$ cat config.mk
export PLATFORM = sky130hd
export DESIGN_NAME = ffca_ram
export DESIGN_NICKNAME = d
export VERILOG_FILES = /design/src/ffca_ram.sv
export SDC_FILE = /design/constraint.sdc
export NUM_CORES = 2
export LEC_CHECK = 0
export BUFFER_PORTS_ARGS = -buffer_cell sky130_fd_sc_hd__buf_2
export CAP_MARGIN = 20
export CORE_MARGIN = 2
export CORE_UTILIZATION = 40
export CTS_CLUSTER_SIZE = 16
export DETAILED_ROUTE_END_ITERATION = 8
export GPL_ROUTABILITY_DRIVEN = 0
export PLACE_DENSITY_LB_ADDON = 0.08
export SLEW_MARGIN = 20
export SYNTH_ARGS = -nofsm -noshare
export SYNTH_HDL_FRONTEND = slang
export SYNTH_SLANG_ARGS = --single-unit
$ cat constraint.sdc
create_clock -name clk -period 4.53 [get_ports clk]
set_input_delay 0.2265 -clock clk [delete_from_list [all_inputs] [get_ports clk]]
set_output_delay 0.2265 -clock clk [all_outputs]
set_load 0.02 [all_outputs]
$ cat src/ffca_ram.sv
// Generic single-port RAM with registered read.
`default_nettype none
module ffca_ram #(
	parameter int WIDTH = 8,
	parameter int DEPTH = 256
) (
	input  wire logic                     clk,
	input  wire logic                     we,
	input  wire logic [$clog2(DEPTH)-1:0] addr,
	input  wire logic [WIDTH-1:0]         wdata,
	output logic      [WIDTH-1:0]         rdata
);

	logic [WIDTH-1:0] mem_q [DEPTH];

	always_ff @(posedge clk) begin
		if (we) begin
			mem_q[addr] <= wdata;
		end
		rdata <= mem_q[addr];
	end

endmodule
`default_nettype wire

==> impl_metrics.json <==
{
  "crit_type": "in2reg",
  "required_ns": 5.22,
  "drc": 0,
  "clkPwrFrac_pct": 42.9,
  "hpwl_um": 126000,
  "maxCapViolations": 0,
  "rsz0062_at_grt": "false",
  "power_density_nw_per_um2": 444.6,
  "worstMarginPinSlew_ns": 1.194,
  "slew_headroom_pct": 19.36,
  "cts.path.max_buffers": 3,
  "hold_path_depth": 5,
  "grt_pass1_vias": 39159,
  "cts-hold-fix-buffers": 8,
  "ys_ff_latch": 2056,
  "hold_slack_ns": 0.1413,
  "antenna_found_initial": 13,
  "io_pins": 26,
  "cts_resized": 0,
  "htreeDepth": 4,
  "yosysSeqAreaShare_pct": 78.55,
  "period_needed_ns": 3.113,
  "synth.cell_area_um2": 78490,
  "cts_tree": "yes",
  "period_share_pct": 68.72,
  "endpoint_kind": "register",
  "num_rows": 162,
  "synth.avg_cell_area_um2": 22.13,
  "combPwrFrac_pct": 4.6,
  "drtIter0Drc": 3871,
  "track_usage_pct": 21.28,
  "finalHoldViolations": 0,
  "yosysWarningCount": 0,
  "nets": 3819,
  "r2r_cells": 6,
  "cts.clk_slew.worst_paths_ns": 0.06,
  "leakagePower_nw": 27.43,
  "status": "complete, no violations",
  "p_sw_mw": 8.483,
  "p_sw_share_pct": 21.19,
  "wirelength_um": 210700,
  "grt_max_degree": 131,
  "drv_slew": 0,
  "synth.distinct_cells": 22,
  "cts_setup_buffers": 0,
  "syn_nets": 3565,
  "cts_buffers": 217,
  "synth_cells": 3547,
  "drive_gt1_share_pct": 27.03,
  "num_vias": 37704,
  "coreArea_um2": 195000,
  "cts_sinks": 2056,
  "setup_viol": 0,
  "areaGrowthSynthToFinish_pct": 14.68,
  "die_x_um": 447.0,
  "first_pass_iters": 7,
  "port_buffers": 25,
  "die_y_um": 447.0,
  "vdd_drop_max_v": 0.0003353,
  "utilization_pct": 46.16,
  "worstPathMaxFanout": 61,
  "clkLatencyLatePin_ns": 0.85,
  "cp.arrival_ns": 3.80,
  "viasPerCell": 5.714,
  "grt-ovfl-total": 0,
  "clock.fmax_mhz": 321.3,
  "seq_power_share_pct": 52.5,
  "ant_nets": 0,
  "fin_worst_skew_ns": 0.03842,
  "internal_power_mw": 31.54,
  "wl_per_cell_um": 31.92,
  "min_path_type": "in2reg",
  "power_mw": 40.02,
  "critPathLaunchType": "primary input",
  "grt_first_pass_wirelength_um": 300300,
  "dieArea_um2": 199800,
  "start_util_pct": 40.25,
  "cts-root-buf": "clkbuf_16"
}
==> cell usage in the layout (no fill, tap or decap), drive strengths merged <==
| master | n |
|---|---|
| edfxtp | 2048 |
| mux4 | 512 |
| clkbuf | 288 |
| buf | 259 |
| a22oi | 256 |
| nor2 | 232 |
| a21oi | 128 |
| clkinv | 78 |
| o41ai | 32 |
| nor3 | 30 |
| nand2 | 28 |
| bufinv | 15 |
| nand3 | 13 |
| nand4 | 8 |
| dlygate4sd3 | 8 |
| dfxtp | 8 |
| nor2b | 7 |
| nand2b | 6 |
| inv | 6 |
| clkinvlp | 5 |
| and2 | 3 |
| diode | 2 |
| or2 | 2 |
| or3 | 1 |
==> sequential cells by signal, summed over array words and instances, names as in the netlist <==
register  cells
mem_q      2048
rdata         8
==> worst max-delay path: stages <==
cell,delay [ns]
buf_8,0.51
buf_4,0.67
mux4_2,0.43
a22oi_1,0.57
a21oi_1,0.17
o41ai_1,0.87
buf_4,0.23
nand4_1,0.07
==> synthesized netlist by cell type, drive strengths merged <==
library cell  instances  area (um^2)
o41ai                32        280.3
nor2                232        870.8
or3                   1        6.260
nand3                13        65.06
dfxtp                 8        160.2
nand4                 8        50.05
a21oi               128        640.6
nand2b                6        37.54
clkbuf              145        544.3
nand2                28        105.1
inv                   1        3.750
and2                  3        18.77
buf                  87        551.8
mux4                512        11530
nor3                 30        150.1
a22oi               256         1922
edfxtp             2048        61500
nor2b                 7        43.79
or2                   2        12.51
==> power groups by stage <==
stage | registers (mW) | clock network (mW) | logic (mW)
floorplan | 21.4 | 0 | 0.932
global placement | 21.4 | 0 | 1.85
detailed placement | 21.4 | 0 | 1.90
CTS | 21.0 | 17.5 | 1.90
global route | 21.0 | 18.3 | 1.98
finish | 21.0 | 17.2 | 1.85
==> routing by layer <==
metal | share of wire [%] | track usage (%) | up-vias
met5 | 0 | 0 | -
met4 | 2.3 | 5.529 | 0
met1 | 43 | 30.06 | 20649
met2 | 50 | 34.84 | 1189
li1 | - | - | 15614
met3 | 5.2 | 3.049 | 252
==> final timing paths <==
path	startpoint	endpoint	slack, ns
max	addr[1]	rdata[4]	1.42
min	addr[7]	rdata[2]	0.14
max reg2reg	mem_q[250][4]	rdata[4]	1.59
min reg2reg	mem_q[123][7]	rdata[7]	1.05
==> final cells by class <==
type                    count  area (um^2)
diodes                      2        5.005
clock buffers             288         5904
clock inverters           103        908.4
multi-input cells        1258        15840
inverters                   1        3.754
well taps                2624         3283
flip-flops and latches   2056        61660
repair buffers            267         2417
fillers                 16294       105000
==> per-stage QoR <==
stage / cells / TNS (ns) / area, um^2 / setup slack, ns
floorplan: 3547 / 0 / 78490 / 2.085
global placement: 6194 / -0.06393 / 83040 / -0.06393
detailed placement: 6198 / 0 / 83110 / 0.5614
CTS: 6597 / 0 / 90010 / 1.486
global route: 6599 / 0 / 90020 / 1.361
finish: 6599 / 0 / 90020 / 1.417
==> logic make-up after synthesis <==
family | count (synthesis) | synth area share [%]
multiplexers | 512 | 14.69
flip-flops | 2056 | 78.55
AND/OR/NAND/NOR | 330 | 1.733
buffers and inverters | 233 | 1.401
AO/OA/AOI/OAI | 416 | 3.622
(Power assumes the default switching activity.)
